==> src/rtl/csgb_pkg.sv <==
// ----------------------------------------------------------------------------
// csgb_pkg
// Shared types and constants of the five-point stencil blur block: payload
// structs, function and result codes, register indexes and the
// controller/datapath command and status bundles.
// ----------------------------------------------------------------------------
package csgb_pkg;

  // Function codes of an input item
  localparam logic [1:0] FUNC_WRITE = 2'd0;
  localparam logic [1:0] FUNC_RUN   = 2'd1;
  localparam logic [1:0] FUNC_READ  = 2'd2;

  // Result kinds
  localparam logic KIND_READ = 1'b0;
  localparam logic KIND_RUN  = 1'b1;

  // Configuration register indexes and widths
  localparam int CFG_IDX_BITS  = 2;
  localparam int CFG_DATA_BITS = 8;
  localparam logic [CFG_IDX_BITS-1:0] CFG_ROW_COUNT    = 2'd0;
  localparam logic [CFG_IDX_BITS-1:0] CFG_COLUMN_COUNT = 2'd1;
  localparam logic [CFG_IDX_BITS-1:0] CFG_PASS_COUNT   = 2'd2;

  localparam logic [6:0] ROW_COUNT_RST    = 7'd64;
  localparam logic [6:0] COLUMN_COUNT_RST = 7'd64;
  localparam logic [7:0] PASS_COUNT_RST   = 8'd1;

  // Stencil tap selects
  localparam logic [2:0] TAP_CENTRE = 3'd0;
  localparam logic [2:0] TAP_NORTH  = 3'd1;
  localparam logic [2:0] TAP_SOUTH  = 3'd2;
  localparam logic [2:0] TAP_WEST   = 3'd3;
  localparam logic [2:0] TAP_EAST   = 3'd4;

  typedef struct packed {
    logic [1:0]         func;
    logic [5:0]         row;
    logic [5:0]         col;
    logic signed [15:0] sample_in;
  } in_item_t;

  typedef struct packed {
    logic signed [15:0] sample_out;
    logic               result_kind;
  } out_item_t;

  // Controller to datapath
  typedef struct packed {
    logic       item_wr;
    logic       item_rd;
    logic       copy_start;
    logic       copy_rd;
    logic       sweep_start;
    logic       sweep_step;
    logic       snap_rd;
    logic [2:0] tap;
    logic       acc_clr;
    logic       div_start;
    logic       grid_wb;
    logic       out_load;
    logic       out_kind;
  } dp_cmd_t;

  // Datapath to controller
  typedef struct packed {
    logic has_interior;
    logic copy_last;
    logic col_last;
    logic row_last;
    logic div_busy;
    logic out_free;
  } dp_sts_t;

endpackage

==> src/rtl/csgb_ctrl.sv <==
// ----------------------------------------------------------------------------
// csgb_ctrl
// Controller: takes items, sequences the per-pass snapshot copy and the
// interior sweep (five tap reads, divide, write back) and issues results.
// ----------------------------------------------------------------------------
module csgb_ctrl import csgb_pkg::*; (
  input  logic       clk,
  input  logic       rst_n,
  input  logic       in_valid,
  input  logic [1:0] in_func,
  output logic       in_ready,
  input  logic [7:0] pass_count,
  input  dp_sts_t    sts,
  output dp_cmd_t    cmd
);

  typedef enum logic [8:0] {
    S_IDLE   = 9'b000000001,
    S_READ   = 9'b000000010,
    S_COPY   = 9'b000000100,
    S_TAP    = 9'b000001000,
    S_SUM    = 9'b000010000,
    S_DSTART = 9'b000100000,
    S_DIV    = 9'b001000000,
    S_WB     = 9'b010000000,
    S_DONE   = 9'b100000000
  } state_t;

  state_t     state_r, state_nxt;
  logic [7:0] pass_r, pass_nxt;
  logic [2:0] tap_r, tap_nxt;

  // Next state and commands
  always_comb begin
    state_nxt = state_r;
    pass_nxt  = pass_r;
    tap_nxt   = tap_r;
    cmd       = '0;
    in_ready  = (state_r == S_IDLE);
    case (state_r)
      S_IDLE: begin
        if (in_valid) begin
          case (in_func)
            FUNC_WRITE: cmd.item_wr = 1'b1;
            FUNC_READ: begin
              cmd.item_rd = 1'b1;
              state_nxt   = S_READ;
            end
            FUNC_RUN: begin
              if (pass_count == '0 || !sts.has_interior) begin
                state_nxt = S_DONE;
              end else begin
                pass_nxt       = pass_count;
                cmd.copy_start = 1'b1;
                state_nxt      = S_COPY;
              end
            end
            default: ;
          endcase
        end
      end
      S_READ: begin
        if (sts.out_free) begin
          cmd.out_load = 1'b1;
          cmd.out_kind = KIND_READ;
          state_nxt    = S_IDLE;
        end
      end
      S_COPY: begin
        cmd.copy_rd = 1'b1;
        if (sts.copy_last) begin
          cmd.sweep_start = 1'b1;
          tap_nxt         = TAP_CENTRE;
          state_nxt       = S_TAP;
        end
      end
      S_TAP: begin
        cmd.snap_rd = 1'b1;
        cmd.tap     = tap_r;
        cmd.acc_clr = (tap_r == TAP_CENTRE);
        tap_nxt     = tap_r + 1'b1;
        if (tap_r == TAP_EAST) begin
          state_nxt = S_SUM;
        end
      end
      S_SUM: state_nxt = S_DSTART;
      S_DSTART: begin
        cmd.div_start = 1'b1;
        state_nxt     = S_DIV;
      end
      S_DIV: begin
        if (!sts.div_busy) begin
          state_nxt = S_WB;
        end
      end
      S_WB: begin
        cmd.grid_wb    = 1'b1;
        cmd.sweep_step = 1'b1;
        tap_nxt        = TAP_CENTRE;
        if (sts.col_last && sts.row_last) begin
          pass_nxt = pass_r - 1'b1;
          if (pass_r == 8'd1) begin
            state_nxt = S_DONE;
          end else begin
            cmd.copy_start = 1'b1;
            state_nxt      = S_COPY;
          end
        end else begin
          state_nxt = S_TAP;
        end
      end
      S_DONE: begin
        if (sts.out_free) begin
          cmd.out_load = 1'b1;
          cmd.out_kind = KIND_RUN;
          state_nxt    = S_IDLE;
        end
      end
      default: state_nxt = S_IDLE;
    endcase
  end

  // State register
  always_ff @(posedge clk) begin
    if (!rst_n) begin
      state_r <= S_IDLE;
      pass_r  <= '0;
      tap_r   <= TAP_CENTRE;
    end else begin
      state_r <= state_nxt;
      pass_r  <= pass_nxt;
      tap_r   <= tap_nxt;
    end
  end

endmodule

==> config.mk <==
export PLATFORM = sky130hd
export DESIGN_NAME = csgb_ctrl
export DESIGN_NICKNAME = d
export VERILOG_FILES = /design/src/rtl/csgb_pkg.sv /design/src/rtl/csgb_ctrl.sv
export SDC_FILE = /design/constraint.sdc
export NUM_CORES = 1
export LEC_CHECK = 0
export BUFFER_PORTS_ARGS = -buffer_cell sky130_fd_sc_hd__clkbuf_2
export CAP_MARGIN = 20
export CORE_UTILIZATION = 48
export CTS_CLUSTER_SIZE = 16
export DETAILED_ROUTE_END_ITERATION = 6
export PLACE_DENSITY_LB_ADDON = 0.1
export SYNTH_ARGS = -nofsm -noshare
export SYNTH_HDL_FRONTEND = slang
export SYNTH_SLANG_ARGS = --single-unit
==> constraint.sdc <==
create_clock -name clk -period 2 [get_ports clk]
set_input_delay 0.1 -clock clk [delete_from_list [all_inputs] [get_ports clk]]
set_output_delay 0.1 -clock clk [all_outputs]
set_load 0.005 [all_outputs]
==> flow_summary.yaml, run 1 <==
timing:
  holdWs_ns: 0.0690
  layout_min_cycle_time_ns: 1.99
  hold_viol: 0
  rsz0062_at_grt: "yes"
  fmax_mhz: 502
  tns_ns: 0
  skew_ns: 0.00674
  slew_violations: 0
  fin_crit_sh: 0.995
  setup-violations-final: 0
  worst_slew_pin_slew_ns: 0.492
  relSlewSlack: 0.669
setup_path:
  worstPathRequired_ns: 1.90
  critical_path.max_fanout: 7
  start_kind: "flip-flop"
  r2r_end: "state_r[3]"
  reg2reg_from: "state_r[6]"
  r2r_slack_ns: 0.08
  cp.buffers_inverters: 2
  crit_arrival_ns: 1.89
  crit_type: "flip-flop to output port"
  cp_cell_sequence: "or4_4 -> nor4_4 -> buf_6 -> nor4bb_2 -> buf_2"
  crit_family: "simple AND/OR/NAND/NOR gates"
  critPathMaxStageDelay_ns: 0.55
  cpMaxStageDelayCell: "or4_4"
  r2r_cells: 6
  crit_path_end_kind: "output port"
die:
  die_y_um: 56.3
  fp.dieArea_um2: 3170
  die_w_um: 56.3
  num_rows: 19
  initial_core_util: 0.509
  io_pins: 35
  core_um2: 2780
routing:
  drtPass1Iterations: 5
  routed_wirelength_mm: 4.14
  ant_nets: 0
  route.detailed.drc: 0
  routed_via_density: 6.20
  routedWlPerCell_um: 15.7
  drt_iter0_markers: 91
  vias: 1638
layout:
  fin_util: 0.682
  seqCellArea_um2: 404
  drive_gt1_frac: 0.386
  layout_commonest_cell: "clkbuf_2"
  fillers: 217
  area_growth_pct: 34.0
  design_area_um2: 1900
  layout_common_cells: "clkbuf_2, buf_4, dfxtp_1, a21oi_1"
  n_antenna_cell: 0
  multiInputGateArea_um2: 1020
  layout.nets: 257
cts:
  clock_sink_count: 20
  insertion_delay_ns: 0.30
  cts_hold_buf: 0
  cts.path.max_buffers: 2
  clock-root-buffer: "clkbuf_4"
  clkTransAtPathRegs_ns: 0.12
  cts_buffers: 3
  cts_tree: "done"
  h-tree-depth: 1
synth:
  synth_edf_count: 0
  yosysSeqAreaShare: 0.283
  synth_cells: 178
  synth_area_per_cell_um2: 7.96
  yosys_warnings: 0
  ys_types: 51
  synth-async-reset-ratio: 0
  ys_ff_latch: 20
  synth_nets: 201
  synth-main-ff-cell: "dfxtp_1"
  mappedNetlistArea_um2: 1420
global_route:
  grt_use_total: 0.281
  overflow: 0
  grt_pass1_wl_mm: 7.02
  antenna_found_initial: 0
  grt_max_degree: 12
  grt_pass1_vias: 1559
job:
  maxCapViolCount: 0
worst_hold_path:
  hold_path.class: "input pin to flip-flop"
  hold_depth: 3
  hp-start: "pass_count[4]"
  holdPathEnd: "pass_r[4]"
power_and_ir_drop:
  p_leak_uw: 0.000810
  p_per_area_nw_per_um2: 685
  ir_worst_vdd_uv: 476
placed_design:
  placed_area_um2: 1730
  portBuffers: 34
  gp_congestion: 0.923
  dpl.hpwl_mm: 3.20
outcome:
  status: "completed"
==> sequential cells by signal (all words and copies together) (netlist names) <==
signal / cells
state_r: 9
tap_r: 3
pass_r: 8
==> synth_stat cells (all sizes together) (3+ instances only) <==
library cell  number  area [um2]
or3                5        31.3
nand2b             4        25.0
nor3               8        45.0
nor4              12        90.1
buf                6        50.0
nor2b              3        18.8
inv                6        22.5
nand4              3        18.8
o22ai              3        18.8
and4               3        26.3
nand3             12        60.1
a21oi             13        65.1
o21a               3        22.5
or4                3        26.3
ha                 4        50.1
xnor2              3        26.3
nor2              11        41.3
dfxtp             20         400
o21ai             12        67.6
nand2             11        48.8
==> worst register-to-register path, delay by kind of cell (launching register included) <==
kind | cells | cell delay [ns]
AND/OR/NAND/NOR | 4 | 1.15
flip-flops | 1 | 0.34
AO/OA/AOI/OAI | 1 | 0.11
buffers and inverters | 1 | 0.21
==> where the power goes <==
group          switching, uW  total (uW)  leakage, uW  internal (uW)
combinational            308         603     0.000627            295
sequential              29.0         457     0.000162            428
clock                    129         240    0.0000210            111
total                    466        1300     0.000810            833
==> logic make-up after synthesis <==
kind of cell / after synthesis / synth area share
and+or+nand+nor: 91 / 0.397
muxes: 1 / 0.00707
xor gates and xnor gates: 3 / 0.0186
buffers and inverters: 15 / 0.0592
DFF: 20 / 0.283
adders and majority gates: 4 / 0.0353
AOI/OAI and AO/OA: 44 / 0.201
==> metrics by stage <==
| stage | setup slack [ns] | total power, uW | cells |
|---|---|---|---|
| 2_1_floorplan | 0.0366 | 767 | 178 |
| 3_3_place_gp | 0.0105 | 937 | 256 |
| 3_5_place_dp | -0.0255 | 948 | 256 |
| 4_1_cts | -0.0207 | 1240 | 264 |
| 5_1_grt | -0.0584 | 1370 | 264 |
| 6_report | 0.00966 | 1300 | 264 |
==> worst max-delay path by stage <==
| stage | to | slack [ns] | from | cells past startpoint |
|---|---|---|---|---|
| after floorplan | pass_r[1] | 0.04 | state_r[6] | 8 |
| after global placement | state_r[3] | 0.01 | state_r[0] | 5 |
| after detailed placement | state_r[3] | -0.03 | state_r[0] | 5 |
| after CTS | cmd[14] | -0.02 | state_r[6] | 5 |
| after global routing | cmd[14] | -0.06 | state_r[2] | 6 |
| final | cmd[14] | 0.01 | state_r[6] | 5 |
==> per-layer routing <==
layer	vias up	share of wire	GRT usage
li1	797	-	-
met1	780	0.40	0.367
met2	49	0.51	0.469
met3	12	0.062	0.0438
met4	0	0.020	0.105
met5	-	0	0
==> repair_timing <==
action,in CTS,in global routing
resized for setup,14,11
pin swaps,3,3
setup endpoints to repair,9,17
buffers inserted,4,0
==> layout make-up <==
class | instances | area share
clock buffer | 4 | 0.0191
multi-input combinational | 143 | 0.539
timing repair buffer | 59 | 0.194
inverter | 7 | 0.0138
tap | 31 | 0.0204
sequential | 20 | 0.213
(Power assumes the default switching activity.)
==> run 2: changes to the inputs <==
Settings changed: CORE_ASPECT_RATIO set to 0.75.
==> run 2 against run 1 <==
Non-clock buffer count up 6. Clock power up 11%. Combinational power up 4.0%. Register-to-register slack worse by 0.04 ns. Critical path depth up 1. Worst hold slack better by 0.059 ns. Clock skew down 0.0051 ns. Critical endpoint is now state_r[3]. Largest cell class unchanged. Largest power group unchanged.
==> flow_summary.yaml, run 2 (synthesis results as in run 1) <==
outcome:
  status: "completed"
placed_design:
  pre_cts_ws_ns: 0.00225
  placedCellCount: 261
  portBuffers: 34
  dpl.hpwl_mm: 3.49
  gp_congestion: 0.982
setup_path:
  timing.critical_path.from: "state_r[4]"
  critical_path.max_fanout: 5
  start_kind: "flip-flop"
  worstPathRequired_ns: 2.15
  crit_type: "flip-flop to flip-flop"
  crit_path_end_kind: "flip-flop"
  crit_arrival_ns: 2.11
  critPathMaxStageDelay_ns: 0.59
  cpMaxStageDelayCell: "or4_4"
  cp_cell_sequence: "or4_4 -> buf_4 -> nor4b_2 -> a221oi_2 -> nand3_2 -> o21ai_0"
  reg2reg_from: "state_r[4]"
timing:
  skew_ns: 0.00159
  setup-violations-final: 0
  fmax_mhz: 510
  fin_crit_sh: 0.980
  slew_violations: 0
  hold_viol: 0
  relSlewSlack: 0.682
  worst_slack_ns: 0.0399
  rsz0062_at_grt: "yes"
  layout_min_cycle_time_ns: 1.96
  worst_slew_pin_slew_ns: 0.473
global_route:
  grt_pass1_wl_mm: 7.23
  grt_max_degree: 11
  grt_pass1_vias: 1540
  grt_use_total: 0.297
  overflow: 0
  antenna_found_initial: 0
die:
  io_pins: 35
  num_rows: 16
  die_y_um: 49.0
  core_um2: 2700
  fp.dieArea_um2: 3170
  die_w_um: 64.7
  initial_core_util: 0.524
layout:
  layout.nets: 263
  area_growth_pct: 36.8
  n_antenna_cell: 0
  largest_reg_flops: 9
  regMostFlops: "state_r"
  stdcell_count: 274
  layout_commonest_cell: "clkbuf_2"
  drive_gt1_frac: 0.374
  layout_common_cells: "clkbuf_2, buf_4, dfxtp_1, a21oi_1"
  largestRegisters: "state_r: 9 flops, pass_r: 8 flops, tap_r: 3 flops"
  fillers: 226
routing:
  vias: 1692
  ant_nets: 0
  drt_iter0_markers: 189
  routed_wirelength_mm: 4.72
  drtPass1Iterations: 5
  route.detailed.drc: 0
  routedWlPerCell_um: 17.2
  routed_via_density: 6.18
cts:
  h-tree-depth: 1
  cts_hold_buf: 0
  cts_tree: "done"
  clock_sink_count: 20
  cts_buffers: 3
  clock-root-buffer: "clkbuf_8"
  cts.path.max_buffers: 2
  clkTransAtPathRegs_ns: 0.07
  insertion_delay_ns: 0.26
worst_hold_path:
  hold_path.class: "input pin to flip-flop"
  hp-start: "pass_count[4]"
power_and_ir_drop:
  power.total_uw: 1350
  ir_worst_vdd_uv: 400
  p_leak_uw: 0.000852
  p_per_area_nw_per_um2: 695
job:
  maxCapViolCount: 0
==> run 2: cell types whose count changed in the layout (fill, tap and decap cells not counted), sizes merged <==
cell / delta
buf: +6
clkbuf: -1
==> run 2: cell type report <==
| cell class | count | area [um2] | area share |
|---|---|---|---|
| multi-input combinational | 143 | 1010 | 0.522 |
| timing repair buffer | 65 | 414 | 0.214 |
| sequential | 20 | 400 | 0.207 |
| tap | 36 | 45.0 | 0.0232 |
| clock buffer | 3 | 41.3 | 0.0213 |
| inverter | 7 | 26.3 | 0.0136 |
==> run 2: where the power goes <==
group | switching (uW) | leakage, uW | total [uW] | internal (uW)
sequential | 30.3 | 0.000162 | 454 | 424
clock | 131 | 0.0000216 | 266 | 134
combinational | 327 | 0.000668 | 627 | 301
==> run 2: stage by stage <==
stage / hold WS (ns) / instance area [um2] / utilization / TNS, ns
CTS: 0.127 / 1850 / 0.684 / 0
detailed placement: 0.398 / 1730 / 0.641 / 0
global route: 0.134 / 1940 / 0.717 / -0.108
floorplan: 0.233 / 1420 / - / 0
finish: 0.128 / 1940 / 0.717 / 0
global placement: 0.386 / 1730 / 0.641 / 0
==> run 2: final timing paths <==
path,slack [ns],to,cells after the start
worst max register to register,0.04,state_r[3],6
worst min register to register,0.51,tap_r[0],1
worst max-delay path,0.04,state_r[3],6
worst min-delay path,0.13,pass_r[4],3
==> run 2: layer usage <==
metal	wire, um	vias to the layer above	global-route usage
met4	32	0	0.0556
met5	0	-	0
met2	2130	92	0.470
li1	-	806	-
met1	2110	790	0.425
met3	438	4	0.0444
==> run 2: worst max-delay path: cells and delay by family (launching register included) <==
kind | cells | cell delay [ns]
flip-flops | 1 | 0.31
buffers and inverters | 1 | 0.17
AND/OR/NAND/NOR | 3 | 1.14
AO/OA/AOI/OAI | 2 | 0.22
==> run 2: what timing repair did <==
item,CTS,global route
hold endpoints to repair,0,0
endpoints found under the setup margin,9,12
pin swaps,2,2
buffers inserted,6,4
resized for setup,6,12
==> run 3: changes to the inputs <==
==> constraint.sdc (replaced) <==
create_clock -name clk -period 2 [get_ports clk]
set_input_delay 0.2 -clock clk [delete_from_list [all_inputs] [get_ports clk]]
set_output_delay 0.2 -clock clk [all_outputs]
set_load 0.02 [all_outputs]
==> run 3 against run 2 <==
The flow now finishes with violations (setup timing). Critical endpoint is now cmd[13]. Clock power is 60% higher. Global-route usage rose by 4.1 points. Critical path depth is 1 lower. Worst setup slack worse by 0.18 ns. Sequential share of layout area fell by 2.1 points. Wire length is 14% higher. Clock skew rose by 0.0055 ns. Die area did not move. Combinational power is 38% higher. Total power rose by 30%.
==> flow_summary.yaml, run 3 (synthesis results as in run 1) <==
outcome:
  status: "finished with violations"
  violations: "setup timing"
layout:
  regMostFlops: "state_r"
  stdcell_count: 280
  n_antenna_cell: 0
  largest_reg_flops: 9
  layout.nets: 268
  area_growth_pct: 53.6
  drive_gt1_frac: 0.443
  layout_common_cells: "buf_4, clkbuf_2, dfxtp_1, a21oi_1"
  layout_commonest_cell: "buf_4"
  largestRegisters: "state_r: 9 flops, pass_r: 8 flops, tap_r: 3 flops"
job:
  maxCapViolCount: 0
die:
  core_um2: 2700
  num_rows: 16
  fp.dieArea_um2: 3170
  die_w_um: 64.7
  initial_core_util: 0.524
  io_pins: 35
  die_y_um: 49.0
timing:
  holdWs_ns: 0.221
  hold_viol: 0
  setup-violations-final: 7
  worst_slew_pin_slew_ns: 0.548
  fin_crit_sh: 1.07
  worst_slack_ns: -0.137
  skew_ns: 0.00713
  relSlewSlack: 0.635
  slew_violations: 0
  fmax_mhz: 468
  layout_min_cycle_time_ns: 2.14
  rsz0062_at_grt: "yes"
setup_path:
  cpMaxStageDelayCell: "or4_4"
  crit_path_end_kind: "output port"
  cp_cell_sequence: "or4_4 -> nor4_4 -> buf_12 -> and4b_1 -> clkbuf_8"
  crit_arrival_ns: 1.94
  crit_family: "simple AND/OR/NAND/NOR gates"
  critical_path.max_fanout: 5
  critPathMaxStageDelay_ns: 0.57
  worstPathRequired_ns: 1.80
  crit_type: "flip-flop to output port"
  start_kind: "flip-flop"
  cp.buffers_inverters: 2
placed_design:
  dpl.hpwl_mm: 3.43
  pre_cts_ws_ns: -0.0571
  portBuffers: 34
  placedCellCount: 266
  gp_congestion: 0.985
power_and_ir_drop:
  ir_worst_vdd_uv: 687
  p_per_area_nw_per_um2: 803
  internal_power_uw: 1130
  p_leak_uw: 0.000924
  pwr-share-clk: 0.244
  comb_power_share: 0.496
  netSwitchingFraction: 0.354
  p_sw_uw: 619
  sequentialPowerShare: 0.260
cts:
  insertion_delay_ns: 0.27
  clkTransAtPathRegs_ns: 0.09
  cts_tree: "done"
  cts.path.max_buffers: 2
  clock_sink_count: 20
  cts_hold_buf: 0
  clock-root-buffer: "clkbuf_8"
  h-tree-depth: 1
  cts_buffers: 3
worst_hold_path:
  hold_path.class: "input pin to flip-flop"
global_route:
  grt_max_degree: 13
  grt_pass1_vias: 1737
  antenna_found_initial: 0
  overflow: 0
  grt_use_total: 0.338
  grt_pass1_wl_mm: 8.16
routing:
  vias: 1894
  routed_via_density: 6.76
  route.detailed.drc: 0
  drtPass1Iterations: 5
  routed_wirelength_mm: 5.38
  drt_iter0_markers: 312
  ant_nets: 0
  routedWlPerCell_um: 19.2
==> run 3: path summary, 6_finish.rpt <==
path / endpoint / slack [ns] / cells past startpoint / start
setup / recovery: cmd[13] / -0.14 / 5 / state_r[4]
hold reg to reg: tap_r[0] / 0.51 / 1 / tap_r[0]
hold / removal: pass_r[4] / 0.22 / 3 / pass_count[4]
setup reg to reg: pass_r[5] / 0.01 / 4 / pass_r[2]
==> run 3: power groups by stage <==
stage          sequential (uW)  combinational [uW]  clock (uW)
2_1_floorplan              459                 347           0
3_3_place_gp               448                 566           0
3_5_place_dp               450                 577           0
4_1_cts                    442                 693         425
5_1_grt                    455                 908         451
6_report                   455                 865         426
==> run 3: final cells by class <==
cell class	count	area [um2]
clock buffer	3	41.3
sequential	20	404
multi-input combinational	143	1100
inverter	7	26.3
clock inverter	1	30.0
fill	152	527
tap	36	45.0
timing repair buffer	70	531
==> run 3: worst reg2reg max path, stage by stage, from the launching register on <==
cell	delay, ns
dfxtp_1	0.34
or3_1	0.42
nor4_1	0.41
or4b_2	0.65
nand3_1	0.12
==> run 3: stage by stage <==
step | power (uW) | TNS (ns) | instance area (um2) | util
after floorplan | 806 | -0.0708 | 1440 | -
after global placement | 1010 | 0 | 1810 | 0.669
after detailed placement | 1030 | -0.150 | 1810 | 0.669
after CTS | 1560 | -0.493 | 2010 | 0.743
after global routing | 1810 | -0.866 | 2180 | 0.805
final | 1750 | -0.469 | 2180 | 0.805
==> run 3: timing repair <==
item / in CTS / in global routing
pin swaps: 3 / 5
buffers inserted: 4 / 6
resized for setup: 24 / 34
setup endpoints to repair: 14 / 22
==> run 3: layer usage <==
metal  vias up  routed length [um]  track usage
li1        813                   -            -
met1       887                2140        0.449
met2       167                2370        0.516
met3        27                 646        0.105
met4         0                 219        0.111
met5         -                   0            0
